[src/rtl/sst_pkg.sv]
package sst_pkg;

   localparam int SLOT_COUNT = 16;
   localparam int CODE_WIDTH = 8;

   localparam int IDX_W  = (SLOT_COUNT > 1) ? $clog2(SLOT_COUNT) : 1;
   localparam int CNT_W  = $clog2(SLOT_COUNT + 1);
   localparam int CODE_FIELD_W = 8;
   localparam int POS_W  = 4;
   localparam int OCC_W  = 5;

   typedef enum logic [1:0] {
      CMD_ADD    = 2'd0,
      CMD_REMOVE = 2'd1,
      CMD_FIND   = 2'd2,
      CMD_CLEAR  = 2'd3
   } cmd_type;

   typedef logic [CODE_WIDTH-1:0] code_type;
   typedef logic [SLOT_COUNT-1:0] slot_vec_type;

   typedef struct packed {
      cmd_type                 cmd;
      logic [CODE_FIELD_W-1:0] item_code;
   } request_type;

   typedef struct packed {
      logic             ok;
      logic [POS_W-1:0] position;
      logic [OCC_W-1:0] occupied;
   } result_type;

   // lowest set bit of the vector, 0 when none
   function automatic logic [IDX_W-1:0] first_set(input slot_vec_type v);
      logic [IDX_W-1:0] idx;
      idx = '0;
      for (int i = SLOT_COUNT - 1; i >= 0; i--) begin
         if (v[i]) begin
            idx = IDX_W'(i);
         end
      end
      return idx;
   endfunction

endpackage

[src/rtl/sst_slot_array.sv]
module sst_slot_array (
   input  logic                clock,
   input  logic                reset,
   input  logic                step_en,
   input  sst_pkg::request_type request,
   output sst_pkg::result_type  result
);
   import sst_pkg::*;

   code_type         slots_ff [SLOT_COUNT];
   code_type         slots_in [SLOT_COUNT];
   logic [CNT_W-1:0] cnt_ff;
   logic [CNT_W-1:0] cnt_in;

   code_type         code;
   logic             code_nz;
   logic             full;
   slot_vec_type     ge_vec;
   slot_vec_type     gt_vec;
   slot_vec_type     eq_vec;
   logic             found;
   logic [IDX_W-1:0] ins_idx;
   logic [IDX_W-1:0] match_idx;
   code_type         add_slots [SLOT_COUNT];
   code_type         rm_slots  [SLOT_COUNT];
   code_type         prev_slot [SLOT_COUNT];
   code_type         next_slot [SLOT_COUNT];
   logic             prev_ge   [SLOT_COUNT];

   assign code    = CODE_WIDTH'(request.item_code);
   assign code_nz = (code != '0);
   assign full    = (cnt_ff == CNT_W'(SLOT_COUNT));

   always_comb begin
      for (int i = 0; i < SLOT_COUNT; i++) begin
         ge_vec[i] = (slots_ff[i] != '0) && (slots_ff[i] >= code);
         gt_vec[i] = (slots_ff[i] > code);
         eq_vec[i] = (slots_ff[i] == code);
      end
   end

   always_comb begin
      prev_slot[0] = '0;
      prev_ge[0]   = 1'b1;
      for (int i = 1; i < SLOT_COUNT; i++) begin
         prev_slot[i] = slots_ff[i-1];
         prev_ge[i]   = ge_vec[i-1];
      end
      next_slot[SLOT_COUNT-1] = '0;
      for (int i = 0; i < SLOT_COUNT - 1; i++) begin
         next_slot[i] = slots_ff[i+1];
      end
   end

   // add: larger or equal codes stay, new code lands after them, rest move down
   // remove: larger codes stay, rest move up over the emptied slot
   always_comb begin
      for (int i = 0; i < SLOT_COUNT; i++) begin
         if (ge_vec[i]) begin
            add_slots[i] = slots_ff[i];
         end else if (prev_ge[i]) begin
            add_slots[i] = code;
         end else begin
            add_slots[i] = prev_slot[i];
         end
         rm_slots[i] = gt_vec[i] ? slots_ff[i] : next_slot[i];
      end
   end

   assign found     = |eq_vec;
   assign ins_idx   = first_set(~ge_vec);
   assign match_idx = first_set(eq_vec);

   always_comb begin
      slots_in        = slots_ff;
      cnt_in          = cnt_ff;
      result.ok       = 1'b0;
      result.position = '0;
      unique case (request.cmd)
         CMD_ADD: begin
            if (!full) begin
               slots_in        = add_slots;
               cnt_in          = cnt_ff + CNT_W'(code_nz);
               result.ok       = 1'b1;
               result.position = POS_W'(ins_idx);
            end
         end
         CMD_REMOVE: begin
            if (found) begin
               slots_in        = rm_slots;
               cnt_in          = cnt_ff - CNT_W'(code_nz);
               result.ok       = 1'b1;
               result.position = POS_W'(match_idx);
            end
         end
         CMD_FIND: begin
            if (found) begin
               result.ok       = 1'b1;
               result.position = POS_W'(match_idx);
            end
         end
         CMD_CLEAR: begin
            for (int i = 0; i < SLOT_COUNT; i++) begin
               slots_in[i] = '0;
            end
            cnt_in    = '0;
            result.ok = 1'b1;
         end
         default: begin
            slots_in = slots_ff;
         end
      endcase
      result.occupied = OCC_W'(cnt_in);
   end

   always_ff @(posedge clock) begin
      if (reset) begin
         for (int i = 0; i < SLOT_COUNT; i++) begin
            slots_ff[i] <= '0;
         end
         cnt_ff <= '0;
      end else if (step_en) begin
         slots_ff <= slots_in;
         cnt_ff   <= cnt_in;
      end
   end

   assert property (@(posedge clock) disable iff (reset)
      cnt_ff <= CNT_W'(SLOT_COUNT))
      else $error("occupancy count beyond table size");

   assert property (@(posedge clock) disable iff (reset)
      (slots_ff[SLOT_COUNT-1] != '0) == (cnt_ff == CNT_W'(SLOT_COUNT)))
      else $error("last slot disagrees with occupancy count");

   assert property (@(posedge clock) disable iff (reset)
      (slots_ff[0] == '0) == (cnt_ff == '0))
      else $error("first slot disagrees with occupancy count");

   assert property (@(posedge clock) disable iff (reset)
      step_en && request.cmd == CMD_CLEAR |=> cnt_ff == '0 && slots_ff[0] == '0)
      else $error("table not empty after clear");

   genvar g;
   generate
      for (g = 0; g < SLOT_COUNT - 1; g++) begin : g_order
         assert property (@(posedge clock) disable iff (reset)
            slots_ff[g] >= slots_ff[g+1])
            else $error("slots out of descending order");
      end
   endgenerate

endmodule

[src/rtl/sorted_slot_table_core.sv]
// An accepted item is held in the request register; its result is captured in
// the response register. Throughput: one item per cycle while the response is
// not stalled; table update and result are formed combinationally in between.
// Reset: synchronous, clears every slot to empty and drops both registers'
// valid flags.
module sorted_slot_table_core (
   input  logic        clock,
   input  logic        reset,
   input  logic        req_tvalid,
   output logic        req_tready,
   input  logic [15:0] req_tdata,  // cmd[1:0], item_code[9:2], zero pad
   output logic        rsp_tvalid,
   input  logic        rsp_tready,
   output logic [15:0] rsp_tdata   // ok[0], position[4:1], occupied[9:5], zero pad
);
   import sst_pkg::*;

   logic        req_valid_ff;
   logic        req_valid_in;
   request_type req_data_ff;
   logic        rsp_valid_ff;
   logic        rsp_valid_in;
   result_type  rsp_data_ff;
   result_type  step_result;
   logic        advance;
   request_type req_item;

   assign req_item.cmd       = cmd_type'(req_tdata[1:0]);
   assign req_item.item_code = req_tdata[9:2];

   assign advance    = req_valid_ff && (!rsp_valid_ff || rsp_tready);
   assign req_tready = !req_valid_ff || advance;

   assign req_valid_in = (req_tvalid && req_tready) || (req_valid_ff && !advance);
   assign rsp_valid_in = advance || (rsp_valid_ff && !rsp_tready);

   sst_slot_array u_slots (
      .clock   (clock),
      .reset   (reset),
      .step_en (advance),
      .request (req_data_ff),
      .result  (step_result)
   );

   always_ff @(posedge clock) begin
      if (reset) begin
         req_valid_ff <= 1'b0;
         rsp_valid_ff <= 1'b0;
      end else begin
         req_valid_ff <= req_valid_in;
         rsp_valid_ff <= rsp_valid_in;
      end
   end

   always_ff @(posedge clock) begin
      if (req_tvalid && req_tready) begin
         req_data_ff <= req_item;
      end
      if (advance) begin
         rsp_data_ff <= step_result;
      end
   end

   assign rsp_tvalid = rsp_valid_ff;
   assign rsp_tdata  = {6'd0, rsp_data_ff.occupied, rsp_data_ff.position, rsp_data_ff.ok};

endmodule
[config.mk]
export PLATFORM = sky130hd
export DESIGN_NAME = sorted_slot_table_core
export DESIGN_NICKNAME = d
export VERILOG_FILES = /design/src/rtl/sst_pkg.sv /design/src/rtl/sst_slot_array.sv /design/src/rtl/sorted_slot_table_core.sv
export SDC_FILE = /design/constraint.sdc
export NUM_CORES = 1
export LEC_CHECK = 0
export BUFFER_PORTS_ARGS = -buffer_cell sky130_fd_sc_hd__buf_2
export CAP_MARGIN = 15
export CORE_MARGIN = 4
export CORE_UTILIZATION = 30
export DETAILED_ROUTE_END_ITERATION = 8
export PLACE_DENSITY = 0.53
export SLEW_MARGIN = 15
export SYNTH_ARGS = -nofsm -noshare
export SYNTH_HDL_FRONTEND = slang
export SYNTH_SLANG_ARGS = --single-unit
[constraint.sdc]
create_clock -name clock -period 6.8 [get_ports clock]
set_input_delay 0.68 -clock clock [delete_from_list [all_inputs] [get_ports clock]]
set_output_delay 0.68 -clock clock [all_outputs]
set_load 0.03 [all_outputs]
==> impl_metrics.yaml, run 1 <==
run_status:
  status: "complete, no violations"
setup_path:
  path_max_fanout: 22
  critPathArrivalTime_ps: 5070
  startpoint_type: "register"
  r2r-start: "req_data_ff[1]"
  endpoint_kind: "register"
  cp.required_ps: 7160
  reg2reg_slack_ps: 2090
  critical_path_class: "reg -> reg"
  rr_endpoint: "u_slots.next_slot[45]"
  reg2reg_depth: 12
grt:
  grt_pass1_vias: 11016
  grt_first_pass_wirelength_um: 65000
  antenna_found_initial: 0
  grt_max_degree: 84
  grtUsageTotal: 0.186
  overflow: 0
place:
  place_hpwl_um: 27800
  gp_congestion: 0.818
  port_buffers: 25
  placed_cells: 1955
sta:
  setup_violations: 0
  tightest_slew_ps: 1160
  rsz0062_at_grt: "no"
  finalSetupTns_ps: 0
  max_freq_mhz: 212
  holdWs_ps: 402
  slew_violations: 0
  fin_crit_ps: 4710
  skew_ps: 13.9
  max-slew-margin-rel: 0.227
  period_share: 0.693
  hold_violations: 0
floorplan:
  die_area_um2: 43200
  core_um2: 39100
  rows: 72
  num_io_pins: 38
  start_util: 0.307
  die_h_um: 208
  die_x_um: 208
drt:
  drt_iter0_drc: 1050
  drc: 0
  wl_per_cell_um: 20.7
  firstDrtPassIters: 5
  ant_nets: 0
  viasPerCell: 5.75
  num_vias: 11417
  totalWireLength_um: 41200
final_layout:
  nets: 1614
  instances_no_fill: 1987
  drive_gt1_frac: 0.0844
  finish.utilization: 0.336
  area_growth_pct: 9.38
  antenna_cells: 0
yosys:
  syn_inst: 1477
  yosys.area.top_type_share: 0.225
  yosysMostFrequentCell: "nor2_1"
  ys_ff_latch: 155
  synth-edff-count: 20
  yosysWarnings: 0
  synth_ff_type: "dfxtp_1"
  synth-async-reset-ratio: 0
  yosysUniqueCellTypes: 73
  synth_top_area_cell: "dfxtp_1"
  synth_area_um2: 12000
  synth.avg_cell_area_um2: 8.12
  yosysSeqAreaShare: 0.275
  synth_area_leaders: "dfxtp_1, ha_1, a211oi_1, nor2_1, a21oi_1"
  yosys-top-cells-count: "nor2_1, ha_1, dfxtp_1"
power_and_ir_drop:
  p_per_area_nw_per_um2: 202
  cellLeakagePower_nw: 4.97
  clockPowerShare: 0.348
  switching_power_mw: 0.944
  combPwrFrac: 0.245
  power_frac_seq: 0.407
  p_int_mw: 1.70
  power.share.switching: 0.357
  ir_drop_mv: 0.165
cts:
  cts-root-buf: "clkbuf_16"
  clkSinkCount: 155
  cts-resized-gates: 0
  cts_buffer_depth: 2
  ctsHoldBuffers: 0
  post_cts_buffers: 0
  numCtsBuffers: 17
  path_clk_slew_ps: 70
  htreeDepth: 4
  clkLatencyLatePin_ps: 460
  cts_tree: "yes"
min_path:
  hp-class: "in -> reg"
  hold_path_depth: 1
  hp-start: "req_tdata[5]"
  min_to: "req_data_ff[3]"
job:
  cap_violations: 0
-- area by class of cell --
| cell class | count | area [um^2] |
|---|---|---|
| repair buffers | 52 | 330 |
| flip-flops and latches | 155 | 3300 |
| multi-input cells | 1183 | 8120 |
| clock inverters | 15 | 116 |
| clock buffers | 17 | 425 |
| fillers | 4125 | 26000 |
| well taps | 518 | 648 |
| inverters | 47 | 176 |
-- critical path: stages (launching register included) --
cell	delay, ps
edfxtp_1	370
buf_4	200
inv_1	850
ha_1	280
nand3_1	110
or3_1	470
and4_1	280
nand4_1	110
buf_4	200
o211ai_4	350
a211oi_2	1050
nor2_1	70
a211oi_1	260
-- placed cells by master, fill, tap and decap left out, drive strengths merged, types with 15 or more instances in the layout --
cell | Yosys | layout
nor2b | 28 | 28
nor2 | 202 | 202
mux2 | 16 | 16
o21ai | 68 | 68
dfxtp | 135 | 135
edfxtp | 20 | 20
ha | 138 | 138
and4 | 19 | 19
nand2 | 95 | 95
nor3 | 43 | 43
nand2b | 16 | 16
a21oi | 134 | 134
inv | 46 | 52
clkbuf | 60 | 17
a221oi | 41 | 41
mux2i | 61 | 61
a211oi | 106 | 106
nor4 | 31 | 31
buf | 37 | 52
a22oi | 15 | 15
-- power groups by stage --
stage          Combinational (mW)  Sequential (mW)  Clock [mW]
6_report                    0.647             1.08       0.920
5_1_grt                     0.724             1.08       0.972
4_1_cts                     0.641             1.07       0.939
3_5_place_dp                0.638             1.09           0
3_3_place_gp                0.622             1.09           0
2_1_floorplan               0.480             1.06           0
-- registers in the layout, indices dropped and copies added (netlist names) --
name and count:
req_data_ff 10, req_valid_ff 1, rsp_tdata 10, rsp_tvalid 1
u_slots.cnt_ff 5, u_slots.next_slot 120, u_slots.prev_slot 8
-- cell families after synthesis --
kind of cell | synth area share
buffers and inverters | 0.0511
other | 0.000313
adder cells (fa/ha/maj) | 0.144
AND/OR/NAND/NOR | 0.204
flip-flops | 0.275
AO/OA/AOI/OAI | 0.257
multiplexers | 0.0659
XOR/XNOR | 0.00292
-- worst max path at each step --
stage                   startpoint                     end  slack (ps)  depth (start not counted)
CTS                 req_data_ff[1]  u_slots.next_slot[106]        2150                         12
floorplan           req_data_ff[1]            rsp_tdata[1]        3450                         11
detailed placement  req_data_ff[1]  u_slots.next_slot[105]        2150                         12
finish              req_data_ff[1]   u_slots.next_slot[45]        2090                         12
global placement    req_data_ff[1]  u_slots.next_slot[110]        2140                         12
global route        req_data_ff[1]  u_slots.prev_slot[118]        1820                         12
-- per-layer routing --
metal,GRT usage,up-vias,wire (um)
met5,0,-,0
met4,0.0451,0,639
li1,-,5528,-
met1,0.259,5536,19600
met3,0.0322,45,1950
met2,0.301,308,19000
-- through the flow --
step           cell area (um^2)  total power [mW]  setup slack (ps)
2_1_floorplan             12000              1.54              3450
3_3_place_gp              12600              1.72              2140
3_5_place_dp              12600              1.73              2150
4_1_cts                   13100              2.65              2150
5_1_grt                   13100              2.78              1820
6_report                  13100              2.64              2090
Note: power is estimated with default switching activity, not from simulation.
==> run 2, diff against run 1 <==
--- a/config.mk
+++ b/config.mk
@@ -5,12 +5,13 @@
 export SDC_FILE = /design/constraint.sdc
 export NUM_CORES = 1
 export LEC_CHECK = 0
+export ABC_AREA = 1
 export BUFFER_PORTS_ARGS = -buffer_cell sky130_fd_sc_hd__buf_2
 export CAP_MARGIN = 15
 export CORE_MARGIN = 4
 export CORE_UTILIZATION = 30
 export DETAILED_ROUTE_END_ITERATION = 8
-export PLACE_DENSITY = 0.53
+export PLACE_DENSITY = 0.55
 export SLEW_MARGIN = 15
 export SYNTH_ARGS = -nofsm -noshare
 export SYNTH_HDL_FRONTEND = slang
==> constraint.sdc (replaced) <==
create_clock -name clock -period 3.9 [get_ports clock]
set_input_delay 0.39 -clock clock [delete_from_list [all_inputs] [get_ports clock]]
set_output_delay 0.39 -clock clock [all_outputs]
set_load 0.03 [all_outputs]
==> impl_metrics.yaml, run 2 <==
setup_path:
  endpoint_kind: "register"
  cpMaxStageDelayCell: "edfxtp_1"
  crit_start: "req_data_ff[6]"
  crit_end: "u_slots.next_slot[96]"
  crit_path_max_incr_delay_ps: 430
  r2r-start: "req_data_ff[6]"
  rr_endpoint: "u_slots.next_slot[96]"
  cp_cell_sequence: "inv_1 -> buf_4 -> ha_1 -> nand2_1 -> nor2_1 -> nand4_1 -> nand2_1 -> nor2_2 -> nand4_4 -> o22ai_2 -> inv_2 -> nand2_4 -> inv_2 -> nand3_2 -> inv_1 -> o21ai_0 -> a21oi_1"
  startpoint_type: "register"
  critical_path_class: "reg -> reg"
  reg2reg_slack_ps: 180
  reg2reg_depth: 17
  cp.required_ps: 4220
  path_max_fanout: 18
  critPathArrivalTime_ps: 4040
grt:
  antenna_found_initial: 0
  grtUsageTotal: 0.193
  grt_max_degree: 111
  grt_pass1_vias: 11272
  overflow: 0
  grt_first_pass_wirelength_um: 64400
cts:
  clkSinkCount: 155
  numCtsBuffers: 17
  clkLatencyLatePin_ps: 450
  htreeDepth: 4
  cts_buffer_depth: 2
  cts-root-buf: "clkbuf_16"
  path_clk_slew_ps: 70
  cts_tree: "yes"
run_status:
  status: "complete, no violations"
drt:
  firstDrtPassIters: 5
  viasPerCell: 5.55
  wl_per_cell_um: 19.4
  wl_met3_um: 2530
  drt_iter0_drc: 1049
  wl_met1_um: 18700
  dr_wl_met2_um: 19000
  num_vias: 11783
  totalWireLength_um: 41100
  routed.top_layer: "met4"
  ant_nets: 0
  drc: 0
yosys:
  yosysSeqAreaShare: 0.282
  synth_area_um2: 11700
  yosysMostFrequentCell: "a21oi_1"
  synth-edff-count: 20
  syn_inst: 1592
  synth_top_area_cell: "dfxtp_1"
  yosys.area.top_type_share: 0.231
  synth_area_leaders: "dfxtp_1, ha_1, a21oi_1, nand2_1, o21ai_0"
  yosys-top-cells-count: "a21oi_1, nand2_1, o21ai_0"
  synth.avg_cell_area_um2: 7.36
  synth_ff_type: "dfxtp_1"
  ys_ff_latch: 155
  yosysUniqueCellTypes: 55
  yosysWarnings: 0
  synth-async-reset-ratio: 0
sta:
  skew_ps: 13.7
  rsz0062_at_grt: "no"
  finalSetupTns_ps: 0
  period_share: 0.954
  tightest_slew_ps: 850
  holdWs_ps: 111
  max_freq_mhz: 269
  fin_crit_ps: 3720
  slew_violations: 0
  setup_violations: 0
  hold_violations: 0
  max-slew-margin-rel: 0.433
floorplan:
  die_x_um: 206
  start_util: 0.303
  die_h_um: 206
  num_io_pins: 38
  core_um2: 38600
  die_area_um2: 42300
  rows: 72
power_and_ir_drop:
  switching_power_mw: 1.64
  clockPowerShare: 0.348
  cellLeakagePower_nw: 5.52
  power.share.switching: 0.354
  combPwrFrac: 0.243
  ir_drop_mv: 0.245
  power_frac_seq: 0.409
  p_per_area_nw_per_um2: 356
  p_int_mw: 3.00
job:
  cap_violations: 0
place:
  port_buffers: 25
  place_hpwl_um: 28400
  gp_congestion: 0.881
final_layout:
  final_common_cell: "a21oi_1"
  drive_gt1_frac: 0.0991
  nFillCells: 4148
  final_cell_mix: "a21oi_1, nand2_1, o21ai_0"
  largest_reg_flops: 120
  antenna_cells: 0
  finish.utilization: 0.337
  area_growth_pct: 11.0
  nets: 1749
min_path:
  hp-class: "in -> reg"
[run 2: cell count changes in the layout (fill, tap and decap cells not counted), sizes merged, moves of 19 or more]
cell / delta
o211ai: +72
nand3: +54
nor2: -126
a211oi: -62
nor2b: -28
inv: +82
a221oi: -41
a21oi: +129
mux2i: -61
nand2: +154
o21ai: +102
and4: -19
nor3: -24
[run 2: routing by layer]
layer,global-route usage,vias up
li1,-,5754
met3,0.0323,59
met2,0.313,381
met4,0.0589,0
met1,0.264,5589
met5,0,-
[run 2: layout make-up]
class / instances / area, um^2 / share of cell area
timing repair buffer: 60 / 425 / 0.0327
clock buffer: 22 / 484 / 0.0372
clock inverter: 10 / 67.6 / 0.00519
multi-input combinational: 1219 / 7550 / 0.580
tap: 518 / 648 / 0.0498
sequential: 155 / 3300 / 0.254
inverter: 138 / 528 / 0.0406
[run 2: cells by family after synthesis]
logic type | synth area share
other | 0.000320
AO/OA/AOI/OAI | 0.306
XOR/XNOR | 0.000747
buffers and inverters | 0.0778
AND/OR/NAND/NOR | 0.186
flip-flops | 0.282
adder cells (fa/ha/maj) | 0.147
[run 2: repair_timing]
item                       4_1_cts  5_1_grt
setup endpoints to repair        0       13
hold endpoints to repair         0        0
setup buffers                    0        1
hold buffers                     0        0
gates resized for setup          0        4
[run 2: worst min path at each step]
stage / from / cells past startpoint / end / slack, ps
3_5_place_dp: req_valid_ff / 2 / rsp_tvalid / 460
6_report: req_tdata[3] / 1 / req_data_ff[1] / 110
4_1_cts: req_tdata[3] / 1 / req_data_ff[1] / 100
5_1_grt: req_tdata[3] / 1 / req_data_ff[1] / 100
2_1_floorplan: req_valid_ff / 2 / rsp_tvalid / 440
3_3_place_gp: req_valid_ff / 2 / rsp_tvalid / 450
[run 2: critical path, delay by kind of cell (launching register included)]
kind / cells / cell delay [ps]
and+or+nand+nor: 8 / 1510
buffers and inverters: 5 / 860
AOI/OAI and AO/OA: 3 / 470
DFF: 1 / 430
adders and majority gates: 1 / 290
[run 2: power by group through the flow]
stage	registers, mW	clock network, mW	logic, mW
after floorplan	1.87	0	0.816
after global placement	1.92	0	1.09
after detailed placement	1.92	0	1.11
after CTS	1.89	1.63	1.12
after global routing	1.91	1.70	1.28
final	1.90	1.61	1.13
[run 2: through the flow]
step                instance area [um^2]  total power, mW  cells  worst slack [ps]
finish                             13000             4.64   2122               180
global route                       13000             4.88   2122              53.8
CTS                                13000             4.64   2121               261
detailed placement                 12400             3.04   2089               282
global placement                   12400             3.01   2089               340
floorplan                          11700             2.68   1597               696
==> run 3, diff against run 2 <==
--- a/config.mk
+++ b/config.mk
@@ -7,11 +7,11 @@
 export LEC_CHECK = 0
 export ABC_AREA = 1
 export BUFFER_PORTS_ARGS = -buffer_cell sky130_fd_sc_hd__buf_2
-export CAP_MARGIN = 15
 export CORE_MARGIN = 4
 export CORE_UTILIZATION = 30
 export DETAILED_ROUTE_END_ITERATION = 8
 export PLACE_DENSITY = 0.55
+export RECOVER_POWER = 100
 export SLEW_MARGIN = 15
 export SYNTH_ARGS = -nofsm -noshare
 export SYNTH_HDL_FRONTEND = slang
==> impl_metrics.yaml, run 3 (synthesis results as in run 2) <==
run_status:
  status: "complete, but fails checks"
  failed_checks: "max-capacitance violations, max-slew violations"
final_layout:
  nets: 1749
  area_growth_pct: 10.4
  instances_no_fill: 2122
  final_cell_mix: "a21oi_1, nand2_1, o21ai_0"
  largest_reg_flops: 120
  final_common_cell: "a21oi_1"
  drive_gt1_frac: 0.0823
  design_area_um2: 12900
  antenna_cells: 0
cts:
  htreeDepth: 4
  cts-root-buf: "clkbuf_16"
  clkLatencyLatePin_ps: 450
  cts_buffer_depth: 2
  ctsHoldBuffers: 0
  numCtsBuffers: 17
  path_clk_slew_ps: 70
  cts_tree: "yes"
  clkSinkCount: 155
drt:
  totalWireLength_um: 41100
  wl_per_cell_um: 19.3
  num_vias: 11882
  firstDrtPassIters: 8
  ant_nets: 0
  drt_iter0_drc: 1207
  viasPerCell: 5.60
  drc: 0
setup_path:
  endpoint_kind: "register"
  cpMaxStageDelayCell: "nor3_2"
  path_common_cell: "inv_2"
  critPathArrivalTime_ps: 3900
  startpoint_type: "register"
  critical_path_class: "reg -> reg"
  cp.required_ps: 4140
  rr_endpoint: "u_slots.next_slot[88]"
  r2r-start: "req_data_ff[5]"
  reg2reg_slack_ps: 240
  crit_path_max_incr_delay_ps: 490
  crit_start: "req_data_ff[5]"
  reg2reg_depth: 16
  critPathTopFamily: "simple AND/OR/NAND/NOR gates"
  cp_cell_sequence: "clkinv_1 -> clkbuf_2 -> ha_1 -> nand2_1 -> nor2_1 -> nand4_1 -> nand3_2 -> inv_2 -> nand4_4 -> o22ai_2 -> inv_2 -> nand2_4 -> nor3_2 -> inv_2 -> nor3_2 -> a211oi_2"
  path_max_fanout: 13
  crit_buf_inv: 5
min_path:
  hold_path_depth: 1
  hp-class: "in -> reg"
  hp-start: "req_tdata[3]"
  min_to: "req_data_ff[1]"
sta:
  tightest_slew_ps: 2050
  slew_violations: 27
  hold_violations: 0
  finalSetupTns_ps: 0
  period_share: 0.937
  fin_crit_ps: 3660
  setup_violations: 0
  rsz0062_at_grt: "no"
  skew_ps: 11.6
  max-slew-margin-rel: -0.365
  max_freq_mhz: 274
floorplan:
  start_util: 0.303
  rows: 72
  die_x_um: 206
  die_h_um: 206
  core_um2: 38600
  num_io_pins: 38
  die_area_um2: 42300
place:
  place_hpwl_um: 28400
  placed_cells: 2089
  placed_cell_area_um2: 12400
  gp_congestion: 0.881
  port_buffers: 25
power_and_ir_drop:
  ir_drop_mv: 0.246
  cellLeakagePower_nw: 5.48
  p_per_area_nw_per_um2: 358
grt:
  grt_max_degree: 111
  grt_pass1_vias: 11272
  antenna_found_initial: 0
  grt_first_pass_wirelength_um: 64400
  overflow: 0
  grtUsageTotal: 0.193
job:
  cap_violations: 1
[run 3: repair_timing]
action	CTS	global route
endpoints found under the hold margin	0	0
buffers inserted	0	1
gates resized for setup	0	4
endpoints found under the setup margin	0	13
[run 3: through the flow]
stage	total power, mW	hold WS, ps	utilization	setup WS, ps
5_1_grt	4.87	100	0.335	35.6
3_3_place_gp	3.01	453	0.322	340
3_5_place_dp	3.04	457	0.322	282
4_1_cts	4.64	95.3	0.336	261
6_report	4.63	113	0.335	244
2_1_floorplan	2.68	443	-	696
[run 3: layer usage]
metal | track usage | share of wire | vias up
met2 | 0.313 | 0.46 | 363
met1 | 0.264 | 0.46 | 5693
met3 | 0.0323 | 0.055 | 75
li1 | - | - | 5751
met4 | 0.0589 | 0.023 | 0
met5 | 0 | 0 | -
[run 3: area by class of cell]
class,count,area [um^2]
fillers,4165,25700
multi-input cells,1219,7500
flip-flops and latches,155,3300
well taps,518,648
inverters,138,526
clock buffers,22,484
repair buffers,60,405
clock inverters,10,67.6
[run 3: how the worst max path moves through the flow]
| stage | end | cells after the start | slack [ps] |
|---|---|---|---|
| after floorplan | u_slots.next_slot[74] | 17 | 700 |
| after global placement | u_slots.next_slot[22] | 16 | 340 |
| after detailed placement | u_slots.next_slot[20] | 16 | 280 |
| after CTS | u_slots.next_slot[20] | 16 | 260 |
| after global routing | u_slots.next_slot[9] | 19 | 40 |
| final | u_slots.next_slot[88] | 16 | 240 |
[run 3: where the power goes]
part	leakage (nW)	switching [mW]	internal [mW]
sequential	1.30	0.166	1.73
clock	0.264	0.733	0.880
combinational	3.92	0.737	0.380
total	5.48	1.64	2.99
[run 3: worst reg2reg max path: stages (launching register included)]
cell and delay [ps]:
edfxtp_1 360, clkinv_1 80, clkbuf_2 370, ha_1 460
nand2_1 60, nor2_1 130, nand4_1 290, nand3_2 180
inv_2 70, nand4_4 160, o22ai_2 100, inv_2 80
nand2_4 190, nor3_2 520, inv_2 200, nor3_2 170
a211oi_2 50
